[src/rtl/core/slbm_pkg.sv]
// ----------------------------------------------------------------------------
// Sound level bar meter package
// Shared widths, command and mode codes, meter thresholds and the thermometer
// encoder used by the sound level bar meter.
// ----------------------------------------------------------------------------
package slbm_pkg;

    // Fixed field widths
    localparam int CMD_W       = 2;
    localparam int MODE_W      = 2;
    localparam int GAIN_W      = 3;
    localparam int DEV_W       = 13;
    localparam int BAR_W       = 8;
    localparam int CNT_W       = 5;
    localparam int OUT_TDATA_W = 24;
    localparam int CFG_IDX_W   = 1;
    localparam int CFG_DATA_W  = 13;

    // Command codes carried on s_tuser
    localparam logic [CMD_W-1:0] CMD_SAMPLE = 2'd0;
    localparam logic [CMD_W-1:0] CMD_MODE   = 2'd1;
    localparam logic [CMD_W-1:0] CMD_CLEAR  = 2'd2;

    // Display modes
    localparam logic [MODE_W-1:0] MODE_NONE  = 2'd0;
    localparam logic [MODE_W-1:0] MODE_BAR   = 2'd1;
    localparam logic [MODE_W-1:0] MODE_PEAK  = 2'd2;
    localparam logic [MODE_W-1:0] MODE_COUNT = 2'd3;

    // Configuration register indexes
    localparam logic [CFG_IDX_W-1:0] REG_GAIN      = 1'b0;
    localparam logic [CFG_IDX_W-1:0] REG_COUNT_THR = 1'b1;

    // Register reset values
    localparam logic [GAIN_W-1:0] GAIN_RESET      = 3'd5;
    localparam logic [DEV_W-1:0]  COUNT_THR_RESET = 13'd300;

    // Largest deviation that can be reported
    localparam logic [DEV_W-1:0] DEV_MAX = 13'd8191;

    // Thermometer thresholds, lowest LED first
    localparam logic [DEV_W-1:0] LEVEL_STEPS [BAR_W] = '{
        13'd50, 13'd228, 13'd406, 13'd584, 13'd762, 13'd940, 13'd1118, 13'd1300
    };

    // Bit i is set when the deviation is above threshold i.
    function automatic logic [BAR_W-1:0] thermometer(input logic [DEV_W-1:0] dev);
        logic [BAR_W-1:0] bar;
        bar = '0;
        for (int i = 0; i < BAR_W; i++) begin
            bar[i] = (dev > LEVEL_STEPS[i]);
        end
        return bar;
    endfunction

endpackage

[src/rtl/core/sound_level_bar_meter_top.sv]
// ----------------------------------------------------------------------------
// Sound level bar meter
// VU meter with baseline calibration, thermometer bar, peak hold and an
// event counter, driven by a stream of converter samples and commands.
// ----------------------------------------------------------------------------
// The meter takes one request per clock cycle and returns exactly one result
// per request, in the cycle after it is accepted; all the work is done in a
// single pass of logic in front of the result register, so the sustained rate
// is one request per cycle as long as m_tready is held high. The result
// register doubles as the output buffer: a new request is accepted whenever
// that register is empty or is being emptied in the same cycle. s_tuser
// carries the command (sample, select mode, clear and recalibrate). After
// reset, and after every clear command, the first CAL_SAMPLES samples are
// summed and their truncated mean becomes the baseline; these samples are not
// shown and report a deviation of zero, all but the last with the calibrating
// flag set. The mean is formed with a multiplication by a fixed reciprocal,
// which is exact for every possible sum. Afterwards each sample yields the
// absolute difference from the baseline times gain, saturated to 13 bits,
// which drives the LEDs according to the selected mode. Configuration writes
// are always accepted and should only be issued while no request is in flight.
// ----------------------------------------------------------------------------
module sound_level_bar_meter_top #(
    parameter int CAL_SAMPLES = 30,   // samples averaged for the baseline, 1..31
    parameter int SAMPLE_BITS = 10    // converter resolution, 8..12
) (
    input  logic                                      aclk,
    input  logic                                      aresetn,
    // Request channel
    input  logic                                      s_tvalid,
    output logic                                      s_tready,
    // tdata, low bit up: sample[SAMPLE_BITS], mode_sel[2], zero padding
    input  logic [((SAMPLE_BITS+2+7)/8)*8-1:0]        s_tdata,
    // tuser: cmd[2]
    input  logic [slbm_pkg::CMD_W-1:0]                s_tuser,
    // Result channel
    output logic                                      m_tvalid,
    input  logic                                      m_tready,
    // tdata, low bit up: led_bar[8], deviation[13], calibrating[1], mode[2]
    output logic [slbm_pkg::OUT_TDATA_W-1:0]          m_tdata,
    // Configuration write channel
    input  logic                                      cfg_valid,
    output logic                                      cfg_ready,
    input  logic [slbm_pkg::CFG_IDX_W-1:0]            cfg_index,
    input  logic [slbm_pkg::CFG_DATA_W-1:0]           cfg_wdata
);
    import slbm_pkg::*;

    // Calibration sum width and the reciprocal used for the mean.
    // With L = ceil(log2 N) and M = ceil(2^(W+L) / N), the top bits of x*M
    // give floor(x / N) exactly for every x below 2^W.
    localparam int SUM_W  = SAMPLE_BITS + $clog2(CAL_SAMPLES + 1);
    localparam int DIV_L  = $clog2(CAL_SAMPLES);
    localparam int DIV_K  = SUM_W + DIV_L;
    localparam int DIV_M  = ((1 << DIV_K) + CAL_SAMPLES - 1) / CAL_SAMPLES;
    localparam int PROD_W = SUM_W + DIV_K + 1;
    localparam int DEVF_W = (SAMPLE_BITS + GAIN_W > DEV_W) ? SAMPLE_BITS + GAIN_W : DEV_W;

    // Configuration registers
    logic [GAIN_W-1:0]      gain_reg;
    logic [DEV_W-1:0]       count_thr_reg;

    // Meter state
    logic [MODE_W-1:0]      cur_mode_reg,    cur_mode_next;
    logic [SAMPLE_BITS-1:0] baseline_reg,    baseline_next;
    logic [SUM_W-1:0]       cal_sum_reg,     cal_sum_next;
    logic [CNT_W-1:0]       cal_count_reg,   cal_count_next;
    logic                   cal_active_reg,  cal_active_next;
    logic [DEV_W-1:0]       peak_level_reg,  peak_level_next;
    logic [BAR_W-1:0]       peak_bar_reg,    peak_bar_next;
    logic [BAR_W-1:0]       event_count_reg, event_count_next;
    logic [BAR_W-1:0]       shown_bar_reg,   shown_bar_next;

    // Result register
    logic                   m_valid_reg,     m_valid_next;
    logic [OUT_TDATA_W-1:0] m_data_reg,      m_data_next;

    // Request fields and working values
    logic                   s_accept;
    logic [SAMPLE_BITS-1:0] smp;
    logic [MODE_W-1:0]      mode_sel;
    logic [SUM_W-1:0]       cal_sum_add;
    logic [CNT_W-1:0]       cal_count_inc;
    logic                   cal_done;
    logic [PROD_W-1:0]      mean_prod;
    logic [SAMPLE_BITS-1:0] diff;
    logic [DEVF_W-1:0]      dev_full;
    logic [DEV_W-1:0]       dev;
    logic [BAR_W-1:0]       dev_bar;
    logic [DEV_W-1:0]       dev_out;

    assign s_tready  = !m_valid_reg || m_tready;
    assign s_accept  = s_tvalid && s_tready;
    assign cfg_ready = 1'b1;
    assign m_tvalid  = m_valid_reg;
    assign m_tdata   = m_data_reg;

    assign smp      = s_tdata[SAMPLE_BITS-1:0];
    assign mode_sel = s_tdata[SAMPLE_BITS +: MODE_W];

    // Calibration: running sum, count, and the mean once the count completes.
    // The count wraps at its width, so a wrap to zero also ends the run.
    assign cal_sum_add   = cal_sum_reg + SUM_W'(smp);
    assign cal_count_inc = cal_count_reg + CNT_W'(1);
    assign cal_done      = (cal_count_inc >= CNT_W'(CAL_SAMPLES)) || (cal_count_inc == '0);
    assign mean_prod     = PROD_W'(cal_sum_add) * PROD_W'(DIV_M);

    // Scaled absolute deviation, saturated to the reported width
    assign diff     = (smp >= baseline_reg) ? (smp - baseline_reg) : (baseline_reg - smp);
    assign dev_full = DEVF_W'(diff) * DEVF_W'(gain_reg);
    assign dev      = (dev_full > DEVF_W'(DEV_MAX)) ? DEV_MAX : dev_full[DEV_W-1:0];
    assign dev_bar  = thermometer(dev);

    always_comb begin
        cur_mode_next    = cur_mode_reg;
        baseline_next    = baseline_reg;
        cal_sum_next     = cal_sum_reg;
        cal_count_next   = cal_count_reg;
        cal_active_next  = cal_active_reg;
        peak_level_next  = peak_level_reg;
        peak_bar_next    = peak_bar_reg;
        event_count_next = event_count_reg;
        shown_bar_next   = shown_bar_reg;
        dev_out          = '0;

        case (s_tuser)
            CMD_SAMPLE: begin
                if (cal_active_reg) begin
                    // Calibration samples are summed but never shown.
                    if (cal_done) begin
                        baseline_next   = mean_prod[DIV_K +: SAMPLE_BITS];
                        cal_sum_next    = '0;
                        cal_count_next  = '0;
                        cal_active_next = 1'b0;
                    end else begin
                        cal_sum_next   = cal_sum_add;
                        cal_count_next = cal_count_inc;
                    end
                end else begin
                    dev_out = dev;
                    case (cur_mode_reg)
                        MODE_BAR: begin
                            shown_bar_next = dev_bar;
                        end
                        MODE_PEAK: begin
                            // The held bar only gains bits when a new peak is set.
                            if (dev > peak_level_reg) begin
                                peak_bar_next   = peak_bar_reg | dev_bar;
                                peak_level_next = dev;
                            end
                            shown_bar_next = peak_bar_next;
                        end
                        MODE_COUNT: begin
                            if (dev > count_thr_reg) begin
                                event_count_next = event_count_reg + BAR_W'(1);
                            end
                            shown_bar_next = event_count_next;
                        end
                        default: begin
                            // No mode chosen yet: the display is left alone.
                        end
                    endcase
                end
            end
            CMD_MODE: begin
                if (mode_sel != MODE_NONE) begin
                    cur_mode_next = mode_sel;
                end
            end
            CMD_CLEAR: begin
                peak_level_next  = '0;
                peak_bar_next    = '0;
                event_count_next = '0;
                cal_sum_next     = '0;
                cal_count_next   = '0;
                cal_active_next  = 1'b1;
            end
            default: begin
                // Unused command code: nothing changes.
            end
        endcase
    end

    // Result register: loaded on every accepted request, emptied when taken.
    always_comb begin
        m_valid_next = m_valid_reg;
        m_data_next  = m_data_reg;
        if (s_accept) begin
            m_valid_next = 1'b1;
            m_data_next  = {cur_mode_next, cal_active_next, dev_out, shown_bar_next};
        end else if (m_tready) begin
            m_valid_next = 1'b0;
        end
    end

    always_ff @(posedge aclk) begin
        if (!aresetn) begin
            gain_reg        <= GAIN_RESET;
            count_thr_reg   <= COUNT_THR_RESET;
            cur_mode_reg    <= MODE_NONE;
            baseline_reg    <= '0;
            cal_sum_reg     <= '0;
            cal_count_reg   <= '0;
            cal_active_reg  <= 1'b1;
            peak_level_reg  <= '0;
            peak_bar_reg    <= '0;
            event_count_reg <= '0;
            shown_bar_reg   <= '0;
            m_valid_reg     <= 1'b0;
        end else begin
            if (cfg_valid && cfg_ready) begin
                unique case (cfg_index)
                    REG_GAIN:      gain_reg      <= cfg_wdata[GAIN_W-1:0];
                    REG_COUNT_THR: count_thr_reg <= cfg_wdata[DEV_W-1:0];
                    default:       gain_reg      <= gain_reg;
                endcase
            end
            if (s_accept) begin
                cur_mode_reg    <= cur_mode_next;
                baseline_reg    <= baseline_next;
                cal_sum_reg     <= cal_sum_next;
                cal_count_reg   <= cal_count_next;
                cal_active_reg  <= cal_active_next;
                peak_level_reg  <= peak_level_next;
                peak_bar_reg    <= peak_bar_next;
                event_count_reg <= event_count_next;
                shown_bar_reg   <= shown_bar_next;
            end
            m_valid_reg <= m_valid_next;
        end
    end

    always_ff @(posedge aclk) begin
        m_data_reg <= m_data_next;
    end

    // The calibration count never reaches the sample total.
    a_cal_count_range: assert property (@(posedge aclk) disable iff (!aresetn)
        cal_count_reg < CNT_W'(CAL_SAMPLES))
        else $error("calibration count out of range");

    // Outside calibration the running sum and count are idle at zero.
    a_cal_idle_clear: assert property (@(posedge aclk) disable iff (!aresetn)
        !cal_active_reg |-> (cal_count_reg == '0) && (cal_sum_reg == '0))
        else $error("calibration accumulator not cleared");

    // A result flagged as calibrating never reports a deviation.
    a_cal_no_dev: assert property (@(posedge aclk) disable iff (!aresetn)
        (m_tvalid && m_tdata[BAR_W + DEV_W]) |-> (m_tdata[BAR_W +: DEV_W] == '0))
        else $error("deviation reported during calibration");

    // The held peak bar only gains bits unless a clear is accepted.
    a_peak_bar_grows: assert property (@(posedge aclk) disable iff (!aresetn)
        (s_accept && (s_tuser != CMD_CLEAR))
        |=> ((peak_bar_reg & $past(peak_bar_reg)) == $past(peak_bar_reg)))
        else $error("peak bar lost bits without a clear");

    // Every accepted request leaves a result waiting in the next cycle.
    a_result_follows: assert property (@(posedge aclk) disable iff (!aresetn)
        s_accept |=> m_tvalid)
        else $error("accepted request produced no result");

endmodule

[config.mk]
export PLATFORM = sky130hd
export DESIGN_NAME = sound_level_bar_meter_top
export DESIGN_NICKNAME = d
export VERILOG_FILES = /design/src/rtl/core/slbm_pkg.sv /design/src/rtl/core/sound_level_bar_meter_top.sv
export SDC_FILE = /design/constraint.sdc
export NUM_CORES = 1
export LEC_CHECK = 0
export BUFFER_PORTS_ARGS = -buffer_cell sky130_fd_sc_hd__buf_2
export CAP_MARGIN = 5
export CORE_ASPECT_RATIO = 0.5
export CORE_UTILIZATION = 57
export CTS_CLUSTER_SIZE = 20
export DETAILED_ROUTE_END_ITERATION = 6
export GPL_ROUTABILITY_DRIVEN = 0
export PLACE_DENSITY_LB_ADDON = 0.05
export SETUP_SLACK_MARGIN = 0.05
export SYNTH_ARGS = -nofsm -noshare
export SYNTH_HDL_FRONTEND = slang
export SYNTH_SLANG_ARGS = --single-unit
[constraint.sdc]
create_clock -name aclk -period 6.4 [get_ports aclk]
set_clock_uncertainty 0.2 [all_clocks]
set_input_delay 0 -clock aclk [delete_from_list [all_inputs] [get_ports aclk]]
set_output_delay 0 -clock aclk [all_outputs]
set_load 0.05 [all_outputs]
### After elaboration in Yosys (flattened, before gate mapping)

Index checks and enable logic that the tools add are counted.

* $add $sub $neg: 5
* multipliers: 2
* div/mod/pow operators: 0
* order comparisons: 13
* eq/ne operators: 10
* shifts and indexed selects: 0
* muxes and demuxes: 30
* bitwise logic cells: 3
* reductions and logical operators: 17

Operators by type and width (count)
* 8-bit 2-to-1 mux: 8
* 13-bit 2-to-1 mux: 4
* 13-bit by 10-bit greater-than comparator with 1-bit output, second input constant: 3
* 8-bit one-hot mux with 2 select lines: 2
* 15-bit by 16-bit multiplier with 30-bit output, second input constant: 1
* 15-bit 2-to-1 mux: 2
* 15-bit one-hot mux with 2 select lines: 1
* 13-bit by 11-bit greater-than comparator with 1-bit output, second input constant: 2
* 13-bit greater-than comparator: 2
* 13-bit one-hot mux with 2 select lines: 1
* 8-bit one-hot mux with 3 select lines: 1
* 10-bit subtractor: 2
* 15-bit by 10-bit adder with 15-bit output: 1
* 13-bit greater-than comparator, second input constant: 1
* 13-bit by 6-bit greater-than comparator with 1-bit output, second input constant: 1
* 13-bit by 8-bit greater-than comparator with 1-bit output, second input constant: 1
* 13-bit by 9-bit greater-than comparator with 1-bit output, second input constant: 1
* 10-bit by 3-bit multiplier with 13-bit output: 1
* 4-bit AND reduction: 3
* 10-bit >= comparator: 1
* 10-bit 2-to-1 mux: 1
* 5-bit 2-to-1 mux: 2
* 5-bit one-hot mux with 2 select lines: 1
* 8-bit by 1-bit adder with 8-bit output, second input constant: 1
* other kinds (21): 36

* register bits after elaboration: 111
* latch bits: 0
* bits in writable memories: 0
* bits in read-only memories: 0
* bits of input ports: 37
* output and inout bits: 27
* memories kept: 0

### Longest topological paths before layout

Gate-level depths: netlist of the first run.

* depth in word-level cells: 11
* depth in mapped cells: 33

### Worst setup path after synthesis of the first run

Ideal clock, no wire load.

* kind: register to register
* from: reg baseline_reg[0]
* to: reg m_data_reg[0], in the netlist m_tdata[0] (data pin)
* library setup time: 274 ps
* arrival: 6332 ps
* required time: 5926 ps
* path slack: -406 ps
* stages on the path, launching flop included: 32
* buffers on the path: 3
* path through: dfxtp_1 -> ha_1 -> inv_1 -> fa_1 -> a21o_1 -> a2111o_1 -> a31oi_1 -> and2_1 -> buf_6 -> buf_8 -> mux2i_1 -> xnor2_1 -> nand2_1 -> fa_1 -> inv_1 -> ha_1 -> fa_1 -> a21o_1 -> a21oi_1 -> xor2_1 -> inv_2 -> ha_1 -> a21o_1 -> a21o_1 -> a21o_1 -> a21oi_1 -> o211ai_2 -> and2_1 -> clkbuf_1 -> xor2_1 -> a222oi_1 -> o21ai_1

* word-level cells in the longest chain between the ends: 11
* elaborated cells between the ends (all ways): 16
* classes of those cells: add/sub (2); mul (1); order compare (5); mux (7); bitwise (1)

Ends and longest elaborated chain
* from (decl): line sound_level_bar_meter_top.sv:64 `logic [SAMPLE_BITS-1:0] baseline_reg, baseline_next;`
* from (signal assigned): line sound_level_bar_meter_top.sv:219 `baseline_reg <= baseline_next;`
* 10-bit subtractor or 10-bit >= comparator (tied branches): line sound_level_bar_meter_top.sv:108 `assign diff = (smp >= baseline_reg) ? (smp - baseline_reg) : (baseline_reg - smp);`
* 10-bit 2-to-1 mux *: line sound_level_bar_meter_top.sv:108
* 10-bit by 3-bit multiplier with 13-bit output *: line sound_level_bar_meter_top.sv:109 `assign dev_full = DEVF_W'(diff) * DEVF_W'(gain_reg);`
* 13-bit greater-than comparator: line sound_level_bar_meter_top.sv:110 `assign dev = (dev_full > DEVF_W'(DEV_MAX)) ? DEV_MAX : dev_full[DEV_W-1:0];`
* 13-bit 2-to-1 mux *: line sound_level_bar_meter_top.sv:110
* net dev[6]: line sound_level_bar_meter_top.sv:87 `logic [DEV_W-1:0] dev;`
* 13-bit by 6-bit greater-than comparator with 1-bit output: line slbm_pkg.sv:51 `bar[i] = (dev > LEVEL_STEPS[i]);`
* 8-bit bitwise OR: line sound_level_bar_meter_top.sv:147 `peak_bar_next = peak_bar_reg | dev_bar;`
* 8-bit 2-to-1 mux: line sound_level_bar_meter_top.sv:146 `if (dev > peak_level_reg) begin`
* 8-bit one-hot mux with 3 select lines *: line sound_level_bar_meter_top.sv:140 `case (cur_mode_reg)`
* 8-bit 2-to-1 mux *: line sound_level_bar_meter_top.sv:127 `if (cal_active_reg) begin`
* 8-bit 2-to-1 mux *: line sound_level_bar_meter_top.sv:125 `case (s_tuser)`
* net shown_bar_next[0]: line sound_level_bar_meter_top.sv:71 `logic [BAR_W-1:0] shown_bar_reg, shown_bar_next;`
* to (signal assigned): line sound_level_bar_meter_top.sv:233 `m_data_reg <= m_data_next;`
* to (decl): line sound_level_bar_meter_top.sv:75 `logic [OUT_TDATA_W-1:0] m_data_reg, m_data_next;`

The timed path passes the listed nets; every way through them passes the cells marked *.
A chain may end at the register's enable or synchronous reset.

### Worst setup path in the final report of the first run

* from: reg baseline_reg[0]
* to: reg peak_level_reg[11]

* elaborated cells between the ends (all ways): 14
* classes of those cells: add/sub (2); mul (1); order compare (3); eq/ne (1); mux (6); reduce/logical (1)

RTL lines
* 10-bit subtractor or 10-bit >= comparator (tied branches): line sound_level_bar_meter_top.sv:108
* 10-bit 2-to-1 mux *: line sound_level_bar_meter_top.sv:108
* 10-bit by 3-bit multiplier with 13-bit output *: line sound_level_bar_meter_top.sv:109
* 13-bit greater-than comparator: line sound_level_bar_meter_top.sv:110
* 13-bit 2-to-1 mux *: line sound_level_bar_meter_top.sv:110
* net dev[8]: line sound_level_bar_meter_top.sv:87
* 13-bit greater-than comparator *: line sound_level_bar_meter_top.sv:146
* 2-bit inequality test (no source line) *
* 5-bit AND reduction (no source line) *
* to (signal assigned): line sound_level_bar_meter_top.sv:223 `peak_level_reg <= peak_level_next;`
* to (decl): line sound_level_bar_meter_top.sv:68 `logic [DEV_W-1:0] peak_level_reg, peak_level_next;`

The timed path passes the listed nets; every way through them passes the cells marked *. The select of a mux whose other input is x is not followed.

==> results of run 1 <==
## tightest hold or removal path, cell delays in order
cell	delay, ns
buf_2	0.14
fa_2	0.29
a22oi_1	0.10
nor2_1	0.08
## cell usage in the layout, fill, tap and decap left out, types with 11 or more instances in the layout
cell	netlist	final
a22oi_1	11	11
edfxtp_1	24	24
nand2_1	94	88
buf_6	2	20
ha_1	154	136
dlygate4sd3_1	0	40
and2_1	14	12
o21ai_0	39	25
buf_4	1	142
buf_2	0	58
nor2_1	100	91
nand2b_1	12	12
inv_1	144	133
a21oi_1	80	57
nand3_1	27	14
o21ai_1	6	11
xnor2_1	25	15
dfxtp_1	87	83
fa_1	33	28
inv_2	2	12
o21a_1	21	21
ha_4	0	16
a21o_1	20	20
a21oi_2	4	20
## cells by family (layout without fill, tap and decap cells)
logic type / after synthesis / after routing / synth area share (%)
compound gates: 282 / 282 / 19.8
xor+xnor: 40 / 40 / 3.75
fa+ha+maj: 187 / 187 / 26.6
buf+inv: 190 / 424 / 7.63
flops: 111 / 111 / 25.3
mux: 12 / 12 / 1.27
other cells: 1 / 1 / 0.0385
simple gates: 322 / 322 / 15.6
## synth_stat cells (7+ instances only)
cell,n,share of area [%]
a211oi_1,10,0.77
a21o_1,20,1.5
a21oi_1,80,4.1
a22oi_1,11,0.85
a31oi_1,10,0.64
and2_1,14,0.90
and3_1,12,0.77
clkbuf_1,34,1.3
dfxtp_1,87,18
edfxtp_1,24,7.4
fa_1,33,6.8
ha_1,154,20
inv_1,144,5.6
mux2i_1,9,0.93
nand2_1,94,3.6
nand2b_1,12,0.77
nand3_1,27,1.4
nand4_1,8,0.51
nor2_1,100,3.9
nor2b_1,7,0.45
nor3_1,10,0.51
o211ai_1,8,0.62
o21a_1,21,1.6
o21ai_0,39,2.0
o21bai_1,7,0.54
o31ai_1,11,0.85
or3_1,10,0.64
xnor2_1,25,2.2
xor2_1,13,1.2
## power by group through the flow
stage / sequential [mW] / clock (mW) / combinational (mW)
after global routing: 0.762 / 0.624 / 2.71
after detailed placement: 0.772 / 0 / 1.84
after global placement: 0.771 / 0 / 1.78
after floorplan: 0.792 / 0 / 1.17
final: 0.759 / 0.593 / 2.55
after CTS: 0.757 / 0.594 / 2.17
## worst min-delay path by stage
stage	from	end	slack [ns]	depth (start not counted)
2_1_floorplan	cfg_wdata[0]	gain_reg[0]	-0.07	2
6_report	s_tdata[1]	cal_sum_reg[1]	0.08	4
5_1_grt	s_tdata[1]	cal_sum_reg[1]	0.15	4
3_5_place_dp	cfg_wdata[8]	count_thr_reg[8]	0.04	3
3_3_place_gp	cfg_wdata[5]	count_thr_reg[5]	0.02	3
4_1_cts	s_tdata[1]	cal_sum_reg[1]	0.07	4
## layer usage
metal	global-route usage, %	share of wire (%)	routed length, um	vias up
met5	0	0	0	-
met4	9.22	2.5	718	0
met3	4.09	5.9	1680	85
met2	56.5	49	14100	385
met1	37.3	42	12100	4590
li1	-	-	-	4441
## cell type report
| type | count | area [um^2] |
|---|---|---|
| Fill cell | 1063 | 3300 |
| Multi-Input combinational cell | 844 | 7650 |
| Timing Repair Buffer | 261 | 2000 |
| Sequential cell | 111 | 2470 |
| Clock inverter | 7 | 80.1 |
| Tap cell | 227 | 284 |
| Clock buffer | 9 | 225 |
| Inverter | 147 | 554 |
## what timing repair did
item / in CTS / in global routing
buffers inserted: 33 / 17
hold endpoints to repair: 24 / 0
hold buffers: 40 / 0
pin swaps: 81 / 77
cloned: 3 / 0
gates resized for setup: 118 / 112
endpoints found under the setup margin: 54 / 53
==> flow_metrics.py, run 1 <==
metrics = {
    "outcome": {
        "status": "finished with violations",
        "violations": "design-rule violations, negative setup slack",
    },
    "timing": {
        "hold_ws_ns": 0.0784,
        "hold_viol": 0,
        "max_freq_mhz": 142,
        "period_needed_ns": 7.04,
        "fin_tns_setup_ns": -17.78,
        "rsz0062_at_grt": "true",
        "layout_setup_ws_ns": -0.636,
        "maxSlewViolCount": 0,
        "finalSetupViolCount": 45,
        "slew_headroom_pct": 25.9,
        "tightestPinTransition_ns": 1.11,
        "final.period_utilization_pct": 110,
    },
    "synthesis": {
        "synth_cell_types": 84,
        "synth_edf_count": 24,
        "syn_inst": 1145,
        "avgSynthCellArea_um2": 8.50,
        "synth_warnings": 0,
        "synth_nets": 1369,
        "ys.flop_type": "dfxtp_1",
        "synth-seq-area-share_pct": 25.3,
        "async_flop_share_pct": 0,
        "syn_area_um2": 9740,
        "ys_ff_latch": 111,
    },
    "clocking": {
        "cts_buffers": 9,
        "htree_levels": 3,
        "root_buffer": "clkbuf_16",
        "clkLatencyLatePin_ns": 0.36,
        "clockBufferDepth": 2,
        "cts_tree": "done",
        "clk_pin_slew_worst_paths_ns": 0.09,
        "cts_sinks": 111,
    },
    "drt": {
        "dr.first_iter.drc_count": 748,
        "vias_per_cell": 5.92,
        "wirelength_mm": 28.7,
        "ant_nets": 0,
        "drcViolationCount": 12,
        "dr.pass1.iters": 7,
        "wl_per_cell_um": 17.8,
        "via_count": 9501,
    },
    "worst_setup_path": {
        "rr_startpoint": "baseline_reg[0]",
        "slowest_delay_ns": 0.54,
        "reg2reg_slack_ns": -0.64,
        "cp-end-kind": "register",
        "r2r_cells": 29,
        "cp-start-kind": "register",
        "slowest_stage": "fa_1",
        "reg2reg_to": "peak_level_reg[11]",
        "crit_start": "baseline_reg[0]",
        "crit_type": "reg2reg",
        "critPathMaxFanout": 5,
        "critical_path.most_common_cell": "a21oi_2",
        "endpoint": "peak_level_reg[11]",
        "crit_buf_inv": 4,
        "critPathRequiredTime_ns": 6.49,
        "crit_family": "compound AO/OA/AOI/OAI gates",
        "worstPathArrival_ns": 7.13,
        "cp.depth": 29,
    },
    "placement": {
        "dpl_cell_area_um2": 11100,
        "dpl.hpwl_mm": 19.2,
        "pre_cts_ws_ns": -0.658,
        "port_buffers": 58,
        "numPlacedInstances": 1500,
    },
    "grt": {
        "grt_first_pass_wirelength_mm": 43.3,
        "antenna_found_initial": 0,
        "grt_pass1_vias": 9051,
        "grt_usage_pct": 30.5,
        "grt_max_degree": 49,
        "overflow": 0,
    },
    "power": {
        "intPower_mw": 2.18,
        "p_per_area_nw_per_um2": 294,
        "p_switching_mw": 1.72,
        "seqPwrFrac_pct": 19.5,
        "p_leak_nw": 5.99,
        "ir_worst_vdd_mv": 0.240,
        "clkPwrFrac_pct": 15.2,
        "switching_share_pct": 44.1,
        "pwr-share-comb_pct": 65.3,
        "p_total_mw": 3.90,
    },
    "run": {
        "maxCapViolations": 0,
    },
    "layout": {
        "largest_reg_flops": 24,
        "final_cell_area_um2": 13300,
        "fin_nets": 1598,
        "antennaDiodeCount": 0,
        "final_layout_size_suffix_gt1_share_pct": 31.2,
        "syn_to_final_growth_pct": 36.1,
        "stdcell_count": 1606,
        "final_util_pct": 80.1,
    },
    "floorplanning": {
        "chipWidth_um": 187,
        "core_region_area_um2": 16600,
        "row_count": 33,
        "die_height_um": 94.4,
        "initial_core_util_pct": 58.8,
        "die-area_um2": 17600,
        "boundaryPins": 64,
    },
    "worst_hold_path": {
        "hold_class": "in2reg",
    },
}
Note: power is estimated with default switching activity, not from simulation.
==> run 2, diff against run 1 <==
--- a/config.mk
+++ b/config.mk
@@ -6,8 +6,8 @@
 export NUM_CORES = 1
 export LEC_CHECK = 0
 export BUFFER_PORTS_ARGS = -buffer_cell sky130_fd_sc_hd__buf_2
-export CAP_MARGIN = 5
 export CORE_ASPECT_RATIO = 0.5
+export CORE_MARGIN = 5
 export CORE_UTILIZATION = 57
 export CTS_CLUSTER_SIZE = 20
 export DETAILED_ROUTE_END_ITERATION = 6
==> run 2 against run 1 <==
  * The flow finishes with violations (negative setup slack)
  * Global-route usage shrank 3.3 points
  * Count of clock-buffer cells in the layout unchanged
  * Cell area is 0.93% lower
  * Clock power fell by 1%
  * Wire length shrank 0.51%
  * Combinational power hardly changed
  * Non-clock buffer count shrank 16
  * Cell count is 1.0% lower
  * Largest power group unchanged
==> flow_metrics.py, run 2 (synthesized netlist as in run 1, its figures left out) <==
metrics = {
    "clocking": {
        "htree_levels": 3,
        "clk_pin_slew_worst_paths_ns": 0.09,
        "clockBufferDepth": 2,
        "cts_sinks": 111,
        "cts_buffers": 9,
        "cts_tree": "done",
        "clkLatencyLatePin_ns": 0.36,
        "root_buffer": "clkbuf_16",
    },
    "worst_setup_path": {
        "reg2reg_slack_ns": -0.31,
        "crit_type": "reg2reg",
        "slowest_delay_ns": 0.52,
        "cp-end-kind": "register",
        "rr_startpoint": "baseline_reg[0]",
        "endpoint": "m_tdata[6]",
        "r2r_cells": 30,
        "critical_path.most_common_cell": "a21o_1",
        "crit_start": "baseline_reg[0]",
        "reg2reg_to": "m_tdata[6]",
        "critPathMaxFanout": 5,
        "critPathRequiredTime_ns": 6.32,
        "slowest_stage": "fa_1",
        "cp-start-kind": "register",
        "worstPathArrival_ns": 6.63,
    },
    "timing": {
        "slew_headroom_pct": 22.1,
        "finalSetupViolCount": 43,
        "layout_setup_ws_ns": -0.311,
        "maxSlewViolCount": 0,
        "max_freq_mhz": 149,
        "tightestPinTransition_ns": 1.16,
        "period_needed_ns": 6.71,
        "rsz0062_at_grt": "true",
        "final.period_utilization_pct": 105,
        "hold_viol": 0,
    },
    "placement": {
        "dpl.hpwl_mm": 19.0,
        "port_buffers": 58,
        "pre_cts_ws_ns": -0.543,
        "dpl_cell_area_um2": 11100,
        "numPlacedInstances": 1497,
    },
    "drt": {
        "drcViolationCount": 0,
        "wirelength_mm": 28.5,
        "dr.first_iter.drc_count": 853,
        "wl_per_cell_um": 17.9,
        "via_count": 9339,
        "ant_nets": 0,
        "vias_per_cell": 5.87,
        "dr.pass1.iters": 6,
    },
    "outcome": {
        "violations": "negative setup slack",
        "status": "finished with violations",
    },
    "floorplanning": {
        "die-area_um2": 20000,
        "row_count": 33,
        "initial_core_util_pct": 58.8,
        "boundaryPins": 64,
        "chipWidth_um": 195,
        "die_height_um": 102,
        "core_region_area_um2": 16600,
    },
    "layout": {
        "antennaDiodeCount": 0,
        "final_cell_area_um2": 13100,
        "final_layout_size_suffix_gt1_share_pct": 30.7,
        "syn_to_final_growth_pct": 34.9,
        "largest_reg_flops": 24,
        "layout_common_cells": "133 x inv_1, 130 x ha_1, 127 x buf_4, 87 x nor2_1, 87 x nand2_1",
        "stdcell_count": 1590,
        "fin_nets": 1582,
        "final_common_cell": "inv_1",
    },
    "power": {
        "p_leak_nw": 5.90,
        "p_per_area_nw_per_um2": 297,
        "ir_worst_vdd_mv": 0.226,
    },
    "grt": {
        "antenna_found_initial": 0,
        "grt_pass1_vias": 9230,
        "grt_max_degree": 33,
        "grt_first_pass_wirelength_mm": 44.6,
        "grt_usage_pct": 27.2,
        "overflow": 0,
    },
    "run": {
        "maxCapViolations": 0,
    },
    "worst_hold_path": {
        "hold_class": "in2reg",
    },
}
## run 2: cell types whose count changed in the layout (fill, tap and decap cells not counted), moves of 3 or more
| cell | delta |
|---|---|
| xnor2_2 | -3 |
| ha_1 | -6 |
| buf_4 | -15 |
| nor2_4 | +3 |
| nand3_2 | -3 |
| nand3_1 | +5 |
| nor2_1 | -4 |
| ha_4 | +5 |
| o31ai_4 | -4 |
| xnor2_4 | +3 |
## run 2: routing by layer
layer  global-route usage (%)  part of all wire [%]  up-vias
met5                        0                     0        -
met4                     7.45                   2.1        0
met1                     34.2                    43     4484
met2                     49.5                    48      363
li1                         -                     -     4418
met3                     4.28                   6.1       74
## run 2: worst min path at each step
stage | startpoint | to | cells after the start
finish | s_tuser[1] | event_count_reg[1] | 4
global route | s_tuser[1] | event_count_reg[1] | 4
CTS | s_tdata[0] | cal_sum_reg[0] | 4
detailed placement | cfg_wdata[3] | count_thr_reg[3] | 3
global placement | cfg_wdata[3] | count_thr_reg[3] | 3
floorplan | cfg_wdata[0] | gain_reg[0] | 2
## run 2: final cells by class
type,count,area (um^2)
fillers,1090,3420
flip-flops and latches,111,2470
clock buffers,9,225
multi-input cells,844,7650
well taps,227,284
repair buffers,245,1890
inverters,147,554
clock inverters,7,70.1
## run 2: power by group
group	internal (mW)	total, mW	switching, mW
registers	0.741	0.759	0.0181
logic	1.15	2.55	1.40
clock network	0.279	0.587	0.308
## run 2: stage by stage
stage	utilization, %	setup TNS (ns)	power [mW]	hold WS, ns
finish	79.3	-7.18	3.90	0.0790
global route	79.3	-17.95	4.10	0.106
CTS	75.8	-1.04	3.50	0.00345
detailed placement	66.9	-9.91	2.62	0.0386
global placement	66.9	-6.27	2.57	0.0345
floorplan	-	-0.0109	1.96	-0.0749
## run 2: critical path: cells and delay by family, from the launching register on
kind | cells | cell delay, ns
AO/OA/AOI/OAI | 11 | 2.12
adder cells (fa/ha/maj) | 6 | 1.75
AND/OR/NAND/NOR | 4 | 0.59
multiplexers | 2 | 0.53
buffers and inverters | 5 | 0.49
XOR/XNOR | 2 | 0.40
flip-flops | 1 | 0.35
## run 2: what timing repair did
action	4_1_cts	5_1_grt
hold buffers	39	1
hold endpoints to repair	23	1
setup buffers	22	16
gates resized for setup	124	97
setup endpoints to repair	53	53
pin swaps	74	45
cloned	3	0
==> run 3, diff against run 2 <==
--- a/config.mk
+++ b/config.mk
@@ -8,7 +8,7 @@
 export BUFFER_PORTS_ARGS = -buffer_cell sky130_fd_sc_hd__buf_2
 export CORE_ASPECT_RATIO = 0.5
 export CORE_MARGIN = 5
-export CORE_UTILIZATION = 57
+export CORE_UTILIZATION = 40
 export CTS_CLUSTER_SIZE = 20
 export DETAILED_ROUTE_END_ITERATION = 6
 export GPL_ROUTABILITY_DRIVEN = 0
==> run 3 against run 2 <==
  * Die area rose by 39%
  * Critical path depth rose by 1
  * The run still ends with negative setup slack left
  * Sequential share of layout area fell by 0.37 points
  * Count of clock-buffer cells in the layout rose by 1
  * Sequential power barely moved
  * Largest power group unchanged
  * Wire length fell by 5.2%
  * Clock power fell by 5.1%
  * Worst hold slack got worse by 0.00054 ns
  * Flip-flop and latch count did not move
==> flow_metrics.py, run 3 (synthesized netlist as in run 1, its figures left out) <==
metrics = {
    "drt": {
        "wirelength_mm": 27.0,
        "dr.first_iter.drc_count": 463,
        "drcViolationCount": 0,
        "ant_nets": 0,
        "vias_per_cell": 5.20,
        "via_count": 8935,
        "wl_per_cell_um": 15.7,
        "dr.pass1.iters": 5,
    },
    "outcome": {
        "violations": "negative setup slack",
        "status": "finished with violations",
    },
    "run": {
        "maxCapViolations": 0,
    },
    "worst_setup_path": {
        "crit_family": "compound AO/OA/AOI/OAI gates",
        "r2r_cells": 31,
        "critPathRequiredTime_ns": 6.29,
        "cp.depth": 31,
        "crit_buf_inv": 5,
        "cp-start-kind": "register",
        "cp-end-kind": "register",
        "critPathMaxFanout": 6,
        "crit_type": "reg2reg",
        "slowest_delay_ns": 0.50,
        "slowest_stage": "fa_1",
        "worstPathArrival_ns": 6.56,
    },
    "layout": {
        "layout_common_cells": "167 x buf_4, 133 x inv_1, 130 x ha_1, 95 x nor2_1, 92 x nand2_1",
        "syn_to_final_growth_pct": 37.6,
        "final_cell_area_um2": 13400,
        "fin_nets": 1622,
        "fillCellCount": 2186,
        "final_layout_size_suffix_gt1_share_pct": 31.2,
        "largest_reg_flops": 24,
        "final_util_pct": 55.9,
        "final_common_cell": "buf_4",
        "antennaDiodeCount": 0,
    },
    "timing": {
        "hold_ws_ns": 0.0785,
        "finalSetupViolCount": 44,
        "final.period_utilization_pct": 104,
        "hold_viol": 0,
        "layout_setup_ws_ns": -0.263,
        "slew_headroom_pct": 31.0,
        "rsz0062_at_grt": "true",
        "tightestPinTransition_ns": 1.03,
        "fin_tns_setup_ns": -5.23,
        "maxSlewViolCount": 0,
        "max_freq_mhz": 150,
        "period_needed_ns": 6.66,
    },
    "floorplanning": {
        "boundaryPins": 64,
        "row_count": 40,
        "die-area_um2": 27800,
        "initial_core_util_pct": 40.6,
        "die_height_um": 120,
        "chipWidth_um": 231,
        "core_region_area_um2": 24000,
    },
    "grt": {
        "grt_usage_pct": 19.6,
        "antenna_found_initial": 0,
        "grt_max_degree": 59,
        "grt_first_pass_wirelength_mm": 44.5,
        "overflow": 0,
        "grt_pass1_vias": 8911,
    },
    "placement": {
        "dpl_cell_area_um2": 11400,
        "pre_cts_ws_ns": -0.502,
        "dpl.hpwl_mm": 20.3,
        "port_buffers": 58,
    },
    "power": {
        "p_leak_nw": 6.08,
        "ir_worst_vdd_mv": 0.213,
        "p_per_area_nw_per_um2": 277,
    },
    "worst_hold_path": {
        "hold_class": "in2reg",
        "holdPathStages": 4,
    },
    "clocking": {
        "cts_tree": "done",
        "clockBufferDepth": 2,
        "htree_levels": 3,
        "cts_buffers": 9,
        "cts_sinks": 111,
        "clkLatencyLatePin_ns": 0.38,
        "clk_pin_slew_worst_paths_ns": 0.07,
        "root_buffer": "clkbuf_16",
    },
}
[run 3: cell types whose count changed in the layout (fill, tap and decap cells not counted), sizes merged]
cell and change:
clkinv +3, dlygate4sd3 -1, inv -4, buf +40, dlymetal6s4s +1, clkbuf +1
[run 3: tightest hold or removal path, delay by kind of cell]
family,cells,cell delay [ns]
AOI/OAI and AO/OA,2,0.29
buffers and inverters,1,0.27
and+or+nand+nor,1,0.05
[run 3: timing repair]
action / 4_1_cts / 5_1_grt
hold buffers: 40 / 0
pin swaps: 86 / 84
setup endpoints to repair: 55 / 54
gates cloned: 2 / 0
buffers inserted: 35 / 18
resized for setup: 118 / 85
hold endpoints to repair: 32 / 0
[run 3: final timing paths]
path	slack, ns	endpoint	from
setup / recovery	-0.26	m_tdata[1]	baseline_reg[0]
hold / removal	0.08	event_count_reg[4]	s_tuser[1]
setup reg to reg	-0.26	m_tdata[1]	baseline_reg[0]
hold reg to reg	0.26	count_thr_reg[1]	count_thr_reg[1]
[run 3: per-stage QoR]
step / std cells / power (mW)
finish: 1718 / 3.71
global route: 1718 / 4.00
CTS: 1704 / 3.57
detailed placement: 1614 / 2.66
global placement: 1614 / 2.64
floorplan: 1145 / 1.96
[run 3: area by class of cell]
cell class / instances / area, um^2 / share of cell area [%]
timing repair buffer: 285 / 2180 / 16.2
clock inverter: 6 / 56.3 / 0.420
tap: 315 / 394 / 2.94
clock buffer: 10 / 229 / 1.71
inverter: 147 / 552 / 4.12
multi-input combinational: 844 / 7520 / 56.2
sequential: 111 / 2470 / 18.4
[run 3: per-layer routing]
layer	wire [um]	track usage [%]	up-vias
met5	0	0	-
met3	947	3.14	27
met1	12900	26.5	4275
li1	-	-	4487
met2	12700	33.2	146
met4	465	4.71	0
[run 3: power by group]
| group | internal (mW) | switching, mW |
|---|---|---|
| clock network | 0.271 | 0.286 |
| logic | 1.14 | 1.26 |
| registers | 0.740 | 0.0172 |
| total | 2.15 | 1.57 |
